### config.mk
export PLATFORM = sky130hd
export DESIGN_NAME = running_prefix_average_flat
export DESIGN_NICKNAME = d
export VERILOG_FILES = /design/src/hdl/rpa_pkg.sv /design/src/hdl/rpa_if.sv /design/src/hdl/running_prefix_average.sv /design/src/hdl/rpa_accum.sv /design/src/hdl/rpa_div.sv /design/src/flat_wrapper.sv
export VERILOG_INCLUDE_DIRS = /design/src /design/src/hdl
export SDC_FILE = /design/constraint.sdc
export NUM_CORES = 1
export LEC_CHECK = 0
export ABC_AREA = 1
export ABC_CLOCK_PERIOD_IN_PS = 3750
export BUFFER_PORTS_ARGS = -buffer_cell sky130_fd_sc_hd__buf_2
export CORE_MARGIN = 2
export CORE_UTILIZATION = 50
export CTS_CLUSTER_SIZE = 12
export DETAILED_ROUTE_END_ITERATION = 8
export GPL_ROUTABILITY_DRIVEN = 0
export GPL_TIMING_DRIVEN = 0
export PLACE_DENSITY = 0.78
export SYNTH_ARGS = -nofsm -noshare
export SYNTH_HDL_FRONTEND = slang
export SYNTH_HIERARCHICAL = 1
export SYNTH_SLANG_ARGS = --single-unit
### constraint.sdc
create_clock -name clk -period 3.75 [get_ports clk]
set_clock_uncertainty 0.05 [all_clocks]
set_input_delay 0.75 -clock clk [delete_from_list [all_inputs] [get_ports clk]]
set_output_delay 0.75 -clock clk [all_outputs]
set_load 0.01 [all_outputs]
### src/hdl/running_prefix_average_assert.svh
// Assertion macros for the running prefix average block.
`ifndef RUNNING_PREFIX_AVERAGE_ASSERT_SVH
`define RUNNING_PREFIX_AVERAGE_ASSERT_SVH

// Same-cycle implication, reset-gated.
`define RPA_ASSERT_NOW(label, ante, cons, msg) \
	label: assert property (@(posedge clk) disable iff (!arst_n) (ante) |-> (cons)) \
		else $error(msg);

// Next-cycle implication, reset-gated.
`define RPA_ASSERT_NEXT(label, ante, cons, msg) \
	label: assert property (@(posedge clk) disable iff (!arst_n) (ante) |=> (cons)) \
		else $error(msg);

`endif

### src/hdl/rpa_pkg.sv
// Shared widths, constants and types of the running prefix average block.
`timescale 1ns / 1ps
`default_nettype none
package rpa_pkg;

	localparam int SAMPLE_W = 16;
	localparam int AVG_W    = 16;
	localparam int SUM_W    = 32;
	localparam int COUNT_W  = 16;
	// dividend 2*sum+count, divisor 2*count
	localparam int DVD_W    = SUM_W + 1;
	localparam int DVS_W    = COUNT_W + 1;
	localparam int STEP_W   = $clog2(AVG_W + 1);

	localparam int SAMPLE_BITS = 16;
	localparam logic [SAMPLE_W-1:0] SAMPLE_MASK =
		(SAMPLE_BITS >= SAMPLE_W) ? {SAMPLE_W{1'b1}} : SAMPLE_W'((1 << SAMPLE_BITS) - 1);
	localparam logic [COUNT_W-1:0] MAX_COUNT = COUNT_W'(65535);

	typedef struct packed {
		logic               valid;
		logic               ovf;
		logic [SUM_W-1:0]   sum;
		logic [COUNT_W-1:0] count;
	} rpa_step_t;

	typedef struct packed {
		logic start;
		logic ack;
	} rpa_div_req_t;

	typedef struct packed {
		logic busy;
		logic done;
	} rpa_div_stat_t;

endpackage
`default_nettype wire

### src/hdl/rpa_if.sv
// Valid/ready channel interfaces for sample items and result items.
`timescale 1ns / 1ps
`default_nettype none
interface rpa_in_if;
	logic                          valid;
	logic                          ready;
	logic [rpa_pkg::SAMPLE_W-1:0]  sample;
	logic                          last_item;

	modport source (output valid, output sample, output last_item, input ready);
	modport sink   (input valid, input sample, input last_item, output ready);
endinterface

interface rpa_out_if;
	logic                       valid;
	logic                       ready;
	logic [rpa_pkg::AVG_W-1:0]  average;
	logic                       overflow;

	modport source (output valid, output average, output overflow, input ready);
	modport sink   (input valid, input average, input overflow, output ready);
endinterface
`default_nettype wire

### src/hdl/running_prefix_average.sv
// Top level of the running prefix average: accumulator, serial divider, result register.
//
//   channel   dir   handshake        payload
//   samples   in    valid / ready    sample[15:0], last_item
//   results   out   valid / ready    average[15:0], overflow
//
// One item in flight: the accept edge registers the new sum and count, the next edge
// loads the divider, 16 divider steps follow (one quotient bit per cycle), then the
// result register takes the result. The next item can be taken the cycle after the
// previous result enters the output register. A result left waiting holds the following
// item in the divider, and that holds the input off. Reset (arst_n low) clears sum,
// count and all control.
`timescale 1ns / 1ps
`default_nettype none
`include "running_prefix_average_assert.svh"
module running_prefix_average (
	input  wire logic   clk,
	input  wire logic   arst_n,
	rpa_in_if.sink      samples,
	rpa_out_if.source   results
);

	rpa_pkg::rpa_step_t       step;
	rpa_pkg::rpa_div_req_t    req;
	rpa_pkg::rpa_div_stat_t   stat;
	logic [rpa_pkg::AVG_W-1:0] quotient;

	logic                      busy_q;
	logic                      ovf_q;
	logic                      zero_q;
	logic                      out_valid_q;
	logic [rpa_pkg::AVG_W-1:0] avg_q;
	logic                      out_ovf_q;

	logic                      accept;
	logic                      load;

	assign samples.ready = ~busy_q;
	assign accept        = samples.valid & ~busy_q;
	assign load          = stat.done & (~out_valid_q | results.ready);
	assign req           = '{start: step.valid, ack: load};

	rpa_accum u_accum (
		.clk       (clk),
		.arst_n    (arst_n),
		.accept    (accept),
		.sample    (samples.sample),
		.last_item (samples.last_item),
		.step      (step)
	);

	rpa_div u_div (
		.clk      (clk),
		.arst_n   (arst_n),
		.req      (req),
		.sum      (step.sum),
		.count    (step.count),
		.stat     (stat),
		.quotient (quotient)
	);

	always_ff @(posedge clk or negedge arst_n) begin
		if (!arst_n) begin
			busy_q      <= 1'b0;
			out_valid_q <= 1'b0;
		end else begin
			if (accept) begin
				busy_q <= 1'b1;
			end else if (load) begin
				busy_q <= 1'b0;
			end
			if (load) begin
				out_valid_q <= 1'b1;
			end else if (results.ready) begin
				out_valid_q <= 1'b0;
			end
		end
	end

	always_ff @(posedge clk) begin
		if (step.valid) begin
			ovf_q  <= step.ovf;
			zero_q <= (step.count == '0);
		end
		if (load) begin
			// empty count guard: the quotient is not used, mean reads as zero
			avg_q     <= zero_q ? '0 : quotient;
			out_ovf_q <= ovf_q;
		end
	end

	assign results.valid    = out_valid_q;
	assign results.average  = avg_q;
	assign results.overflow = out_ovf_q;

	`RPA_ASSERT_NEXT(a_accept_sets_busy, accept, busy_q && !samples.ready, "accept did not mark the block busy")
	`RPA_ASSERT_NOW(a_start_while_busy, step.valid, busy_q && !stat.busy, "divider start outside a busy item")
	`RPA_ASSERT_NOW(a_done_while_busy, stat.done, busy_q, "divider result with no item in flight")
	`RPA_ASSERT_NEXT(a_load_frees_input, load, !busy_q && out_valid_q && !stat.busy, "result load did not free the input")

endmodule
`default_nettype wire

### src/hdl/rpa_accum.sv
// Running sum and item count, with count-full hold and end-of-sequence clear.
`timescale 1ns / 1ps
`default_nettype none
module rpa_accum (
	input  wire logic                          clk,
	input  wire logic                          arst_n,
	input  wire logic                          accept,
	input  wire logic [rpa_pkg::SAMPLE_W-1:0]  sample,
	input  wire logic                          last_item,
	output rpa_pkg::rpa_step_t                 step
);

	logic [rpa_pkg::SUM_W-1:0]   sum_q;
	logic [rpa_pkg::COUNT_W-1:0] count_q;
	logic [rpa_pkg::SUM_W-1:0]   sum_s1;
	logic [rpa_pkg::COUNT_W-1:0] count_s1;
	logic                        valid_s1;
	logic                        ovf_s1;

	logic                        full;
	logic [rpa_pkg::SUM_W-1:0]   sum_nxt;
	logic [rpa_pkg::COUNT_W-1:0] count_nxt;

	always_comb begin
		full = (count_q >= rpa_pkg::MAX_COUNT);
		if (full) begin
			sum_nxt   = sum_q;
			count_nxt = count_q;
		end else begin
			sum_nxt   = sum_q + rpa_pkg::SUM_W'(sample & rpa_pkg::SAMPLE_MASK);
			count_nxt = count_q + rpa_pkg::COUNT_W'(1);
		end
	end

	always_ff @(posedge clk or negedge arst_n) begin
		if (!arst_n) begin
			sum_q    <= '0;
			count_q  <= '0;
			valid_s1 <= 1'b0;
		end else begin
			valid_s1 <= accept;
			if (accept) begin
				// a last item still reports the mean before the clear
				sum_q   <= last_item ? '0 : sum_nxt;
				count_q <= last_item ? '0 : count_nxt;
			end
		end
	end

	always_ff @(posedge clk) begin
		if (accept) begin
			sum_s1   <= sum_nxt;
			count_s1 <= count_nxt;
			ovf_s1   <= full;
		end
	end

	assign step = '{valid: valid_s1, ovf: ovf_s1, sum: sum_s1, count: count_s1};

endmodule
`default_nettype wire

### src/hdl/rpa_div.sv
// Bit-serial restoring divider: (2*sum+count) / (2*count), one quotient bit a cycle.
`timescale 1ns / 1ps
`default_nettype none
module rpa_div (
	input  wire logic                         clk,
	input  wire logic                         arst_n,
	input  wire rpa_pkg::rpa_div_req_t        req,
	input  wire logic [rpa_pkg::SUM_W-1:0]    sum,
	input  wire logic [rpa_pkg::COUNT_W-1:0]  count,
	output rpa_pkg::rpa_div_stat_t            stat,
	output logic [rpa_pkg::AVG_W-1:0]         quotient
);

	typedef enum logic [1:0] {IDLE, RUN, DONE} state_t;

	state_t                       state_q;
	logic [rpa_pkg::STEP_W-1:0]   steps_q;
	logic [rpa_pkg::DVS_W-1:0]    rem_q;
	logic [rpa_pkg::DVS_W-1:0]    dvs_q;
	logic [rpa_pkg::AVG_W-1:0]    quo_q;

	logic [rpa_pkg::DVD_W-1:0]    dividend;
	logic [rpa_pkg::DVS_W+1:0]    diff;
	logic                         ge;

	assign dividend = {sum, 1'b0} + rpa_pkg::DVD_W'(count);
	// mean never exceeds the sample range, so the upper dividend bits sit below the divisor
	assign diff = {1'b0, rem_q, quo_q[rpa_pkg::AVG_W-1]} - {2'b00, dvs_q};
	assign ge   = ~diff[rpa_pkg::DVS_W+1];

	always_ff @(posedge clk or negedge arst_n) begin
		if (!arst_n) begin
			state_q <= IDLE;
			steps_q <= '0;
		end else begin
			unique case (state_q)
				IDLE: begin
					if (req.start) begin
						state_q <= RUN;
						steps_q <= rpa_pkg::STEP_W'(rpa_pkg::AVG_W);
					end
				end
				RUN: begin
					steps_q <= steps_q - rpa_pkg::STEP_W'(1);
					if (steps_q == rpa_pkg::STEP_W'(1)) begin
						state_q <= DONE;
					end
				end
				DONE: begin
					if (req.ack) begin
						state_q <= IDLE;
					end
				end
				default: state_q <= IDLE;
			endcase
		end
	end

	always_ff @(posedge clk) begin
		if (state_q == IDLE && req.start) begin
			rem_q <= dividend[rpa_pkg::DVD_W-1:rpa_pkg::AVG_W];
			quo_q <= dividend[rpa_pkg::AVG_W-1:0];
			dvs_q <= {count, 1'b0};
		end else if (state_q == RUN) begin
			rem_q <= ge ? diff[rpa_pkg::DVS_W-1:0] : {rem_q[rpa_pkg::DVS_W-2:0], quo_q[rpa_pkg::AVG_W-1]};
			quo_q <= {quo_q[rpa_pkg::AVG_W-2:0], ge};
		end
	end

	assign stat     = '{busy: (state_q != IDLE), done: (state_q == DONE)};
	assign quotient = quo_q;

endmodule
`default_nettype wire

### src/flat_wrapper.sv
// flat-port wrapper written by rule: the top's interface ports become plain ports
module running_prefix_average_flat 
  (clk, arst_n, samples_valid, samples_sample, samples_last_item, samples_ready, results_valid, results_average, results_overflow, results_ready);
  rpa_in_if samples_i ();
  rpa_out_if results_i ();
  input  wire logic clk;
  input  wire logic arst_n;
  input wire logic [$bits(samples_i.valid)-1:0] samples_valid;
  input wire logic [$bits(samples_i.sample)-1:0] samples_sample;
  input wire logic [$bits(samples_i.last_item)-1:0] samples_last_item;
  output wire logic [$bits(samples_i.ready)-1:0] samples_ready;
  output wire logic [$bits(results_i.valid)-1:0] results_valid;
  output wire logic [$bits(results_i.average)-1:0] results_average;
  output wire logic [$bits(results_i.overflow)-1:0] results_overflow;
  input wire logic [$bits(results_i.ready)-1:0] results_ready;
  assign samples_i.valid = samples_valid;
  assign samples_i.sample = samples_sample;
  assign samples_i.last_item = samples_last_item;
  assign samples_ready = samples_i.ready;
  assign results_valid = results_i.valid;
  assign results_average = results_i.average;
  assign results_overflow = results_i.overflow;
  assign results_i.ready = results_ready;
  running_prefix_average u_core (.clk(clk), .arst_n(arst_n), .samples(samples_i), .results(results_i));
endmodule
# --- Word-level counts from Yosys, hierarchy flattened ---
# Index checks and enable logic that the tools add are counted.
word_totals:
  output_inout_bits: 19
  regBits: 175
  inputBits: 21
classes:
  bitwise_logic: 6
  reduce_logical: 9
  n_eq_ne: 6
  n_lt_le_gt_ge: 1
  addsub: 5
  mux: 19
op_table:
  columns: ["operator", "count"]
  rows:
  - ["two-way mux 16 bit", 4]
  - ["two-way mux 32 bit", 2]
  - ["two-way mux 17 bit", 3]
  - ["adder 33 x 16 -> 33 bit", 1]
  - ["adder 32 x 16 -> 32 bit", 1]
  - ["subtractor 18 x 17 -> 19 bit", 1]
  - ["adder 16 x 1 -> 16 bit, second input constant", 1]
  - ["greater-or-equal comparator 16 bit, second input constant", 1]
  - ["zero test 16 bit", 1]
  - ["case mux 5 bit (2 select lines)", 1]
  - ["nonzero test 2 bit", 4]
  - ["two-way mux 2 bit", 3]
  - ["case mux 2 bit (3 select lines)", 1]
  - ["== test 5 x 1 -> 1 bit, second input constant", 1]
  - ["two-way mux 5 bit", 1]
  - ["subtractor 5 x 1 -> 5 bit, second input constant", 1]
  - ["two-way mux 1 bit", 4]
  - ["!= test 2 bit, second input constant", 2]
  - ["NOT 1 bit", 3]
  - ["AND reduction 3 bit", 1]
  - ["AND 1 bit", 2]
  - ["== test 2 x 1 -> 1 bit, second input constant", 1]
  - ["== test 2 bit, second input constant", 1]
  - ["zero test 2 bit", 1]
  - ["other kinds (4)", 4]

# --- Longest topological paths before layout ---
depth:
  ltp_word: 5
  ltp_mapped: 14

# --- By module ---
# Netlist, hierarchy kept.
modules_own_cells:
  columns: ["mod", "cells_per_inst", "instances", "area_each_um2"]
  rows:
  - ["rpa_accum", 748, 1, 5743.0]
  - ["rpa_div", 750, 1, 5047.3]
  - ["running_prefix_average", 91, 1, 914.6]

# --- Least setup slack after synthesis ---
# OpenSTA, ideal clock, no wires.
synth_path:
  path_kind: "input -> register"
  start: "in samples_valid"
  end: "reg u_core/u_accum/count_q[13] in the netlist's numbering"
  n_path_buf: 2
  path_slack_ps: 776
  arrival_ps: 2858
  stages: 8
  path_cell_list: "nand2_1 inv_1 inv_1 nor2_1 clkbuf_1 clkbuf_1 nand2_1 nand2_1"
synth_between:
  elab_chain_len: 1
synth_rtl:
  columns: ["element", "line_no", "source"]
  rows:
  - ["from (decl)", "flat_wrapper.sv:8", "input wire logic [$bits(samples_i.valid)-1:0] samples_valid;"]
  - ["AND 1 bit", "running_prefix_average.sv:39", "assign accept = samples.valid & ~busy_q;"]
  - ["net u_core.accept", "running_prefix_average.sv:35", "logic accept;"]
  - ["to (signal assigned)", "rpa_accum.sv:45", "count_q <= last_item ? '0 : count_nxt;"]
  - ["to (decl)", "rpa_accum.sv:14", "logic [rpa_pkg::COUNT_W-1:0] count_q;"]
# The timed path passes the listed nets, and every way through them passes these cells.
# A chain may end at the register's enable or synchronous reset.

# --- Final worst setup path ---
layout_path:
  start: "in samples_sample[0]"
  end: "reg u_core/u_accum/sum_s1[30] in the netlist's numbering (data pin)"
layout_between:
  elab_chain_len: 2
layout_rtl:
  columns: ["element", "line_no", "source"]
  rows:
  - ["from (decl)", "flat_wrapper.sv:9", "input wire logic [$bits(samples_i.sample)-1:0] samples_sample;"]
  - ["adder 32 x 16 -> 32 bit", "rpa_accum.sv:30", "sum_nxt = sum_q + rpa_pkg::SUM_W'(sample & rpa_pkg::SAMPLE_MASK);"]
  - ["two-way mux 32 bit", "rpa_accum.sv:26", "if (full) begin"]
  - ["net u_core.u_accum.sum_nxt (one bit)", "rpa_accum.sv:21", "logic [rpa_pkg::SUM_W-1:0] sum_nxt;"]
  - ["to (signal assigned)", "rpa_accum.sv:52", "sum_s1 <= sum_nxt;"]
  - ["to (decl)", "rpa_accum.sv:15", "logic [rpa_pkg::SUM_W-1:0] sum_s1;"]
# The timed path passes the listed nets, and every way through them passes these cells.

==> out/results.tsv <==
stage	metric	value	unit
worst_setup_path	worstPathArrival	2590	ps
pwr	power_density	702	nW/um2
die	row_count	55	
worst_setup_path	path_cells	buf_2, ha_1, fa_1, nand3_1, nand3_1, nand2_1, nand2_1, nand2_1, nand3_1, nand3_1, nand2_1	
synth	ys_warn_count	6	
drt	drc	0	
drt	via_per_inst	5.16	
die	start_util	0.514	
global_route	grtUsageTotal	0.234	
drt	ant_nets	0	
worst_setup_path	crit_start	samples_sample[0]	
layout	antenna_cells	0	
place	placed_area	12300	um2
place	dp.cells	1941	
min_path	hold_class	input pin to asynchronous set/reset pin	
place	dp_hpwl	21500	um
pwr	vdd_ir_drop_max	0.330	mV
worst_setup_path	cp-start-kind	input pin	
synth	synthCells	1588	
sta	finalSetupViolCount	0	
drt	drt_iter0_markers	858	
layout	syn2layout_area_growth	10.5	%
worst_setup_path	cp-end-kind	flop	
drt	vias	10200	
sta	rsz0062_at_grt	no	
worst_setup_path	critPathSlowestCell	fa_1	
clocking	cts_buffer_depth	2	
synth	syn_nets	1662	
global_route	grt_first_pass_wirelength	45100	um
clocking	cts_resized	0	
place	io_buffers	39	
layout	final_nets	1721	
worst_setup_path	worstSetupPathType	input pin to flop	
sta	period_share	0.656	
die	core	22800	um2
run_status	status	finished clean	
synth	syn_area	11700	um2
layout	layout_commonest_cell	nand2_1	
sta	period_minus_slack	2460	ps
die	die-width	157	um
global_route	grt_start_max_net_pins	59	
global_route	grt.overflow.total	0	
clocking	postCtsSetupBuffers	0	
drt	drt-total-wl	27700	um
layout	drive_gt1_frac	0.0825	
drt	dr.pass1.iters	6	
pwr	fin_total_pwr	9070	uW
layout	fin_util	0.568	
die	die_area	24600	um2
clocking	hold_buffers	0	
die	die_h	157	um
clocking	clk_pin_slew	80	ps
layout	fin_cells	1973	
layout	final_cell_mix	nand2_1 (580), inv_1 (261), nand3_1 (131)	
sta	max-slew-margin-rel	0.340	
pwr	leakage	0.00644	uW
sta	worstMarginPinSlew	990	ps
clocking	clk_latency	440	ps
global_route	grt_pass1_vias	9384	
worst_setup_path	required	3880	ps
sta	fmax	406	MHz
run	maxCapViolCount	0	
sta	slew_violations	0	
die	num_io_pins	40	
clocking	cts_max_level	4	
drt	routedWlPerCell	14.0	um
sta	hold_violations	0	
synth	synth.avg_cell_area	7.37	um2
clocking	cts_tree	yes	
worst_setup_path	timing.rr.start	u_core/u_accum/count_s1[1]	
clocking	cts.sinks	175	
global_route	antenna_found_initial	0	
clocking	cts_buffers	17	
worst_setup_path	slowest_delay	450	ps
layout	final_area	12900	um2
clocking	cts_root_buf	clkbuf_16	
worst_setup_path	cp_max_fo	4	
-- final cells by class --
class | count | area, um2
tap | 313 | 392
multi-input combinational | 1117 | 5560
clock inverter | 14 | 171
clock buffer | 18 | 439
sequential | 175 | 4960
buffer | 29 | 179
timing repair buffer | 40 | 218
fill | 2084 | 9850
inverter | 267 | 1000
-- final timing paths --
kind                                        endpoint  slack (ps)  cells after the start
max in group asynchronous   u_core/u_accum/sum_q[31]        2800                      1
min in group clk             u_core/results.overflow         390                      0
min                          u_core/u_accum/sum_q[2]         330                      1
max reg2reg                    u_core/u_div/rem_q[9]        1300                     12
min reg2reg                  u_core/results.overflow         390                      0
max                        u_core/u_accum/sum_s1[30]        1290                     11
-- worst max-delay path: cells and delay by family --
kind,cells,cell delay (ps)
simple gates,8,1030
fa+ha+maj,2,700
buf+inv,1,100
-- stage by stage --
stage / hold slack [ps] / TNS (ps) / setup WS (ps)
CTS: 387 / 0 / 1300
detailed placement: 370 / 0 / 846
global route: 392 / 0 / 1090
global placement: 354 / -1240 / -85.5
floorplan: 350 / 0 / 776
finish: 325 / 0 / 1290
-- layer usage --
metal / routed length [um] / GRT usage / part of all wire
met1: 12200 / 0.300 / 0.44
met2: 13000 / 0.392 / 0.47
met3: 1650 / 0.0352 / 0.060
met4: 898 / 0.103 / 0.032
met5: 0 / 0 / 0
-- registers in the layout, indices dropped and copies added (netlist names) --
register / count
u_core/zero_q: 1
u_core/ovf_q: 1
u_core/u_div/state_q: 2
u_core/u_div/steps_q: 5
u_core/u_accum/count_q: 16
u_core/u_accum/count_s1: 16
u_core/u_accum/ovf_s1: 1
u_core/u_div/quotient: 16
u_core/u_div/rem_q: 17
u_core/busy_q: 1
u_core/u_div/dvs_q: 16
u_core/results.valid: 1
u_core/u_accum/valid_s1: 1
u_core/u_accum/sum_s1: 32
u_core/u_accum/sum_q: 32
u_core/results.overflow: 1
u_core/results.average: 16
-- power breakdown --
part / leakage, uW / internal (uW) / total [uW] / switching (uW)
clock network: 0.000293 / 970 / 1790 / 824
registers: 0.00187 / 2850 / 3180 / 330
logic: 0.00427 / 1420 / 4100 / 2680
No activity file was read; power rests on OpenSTA's default activity.
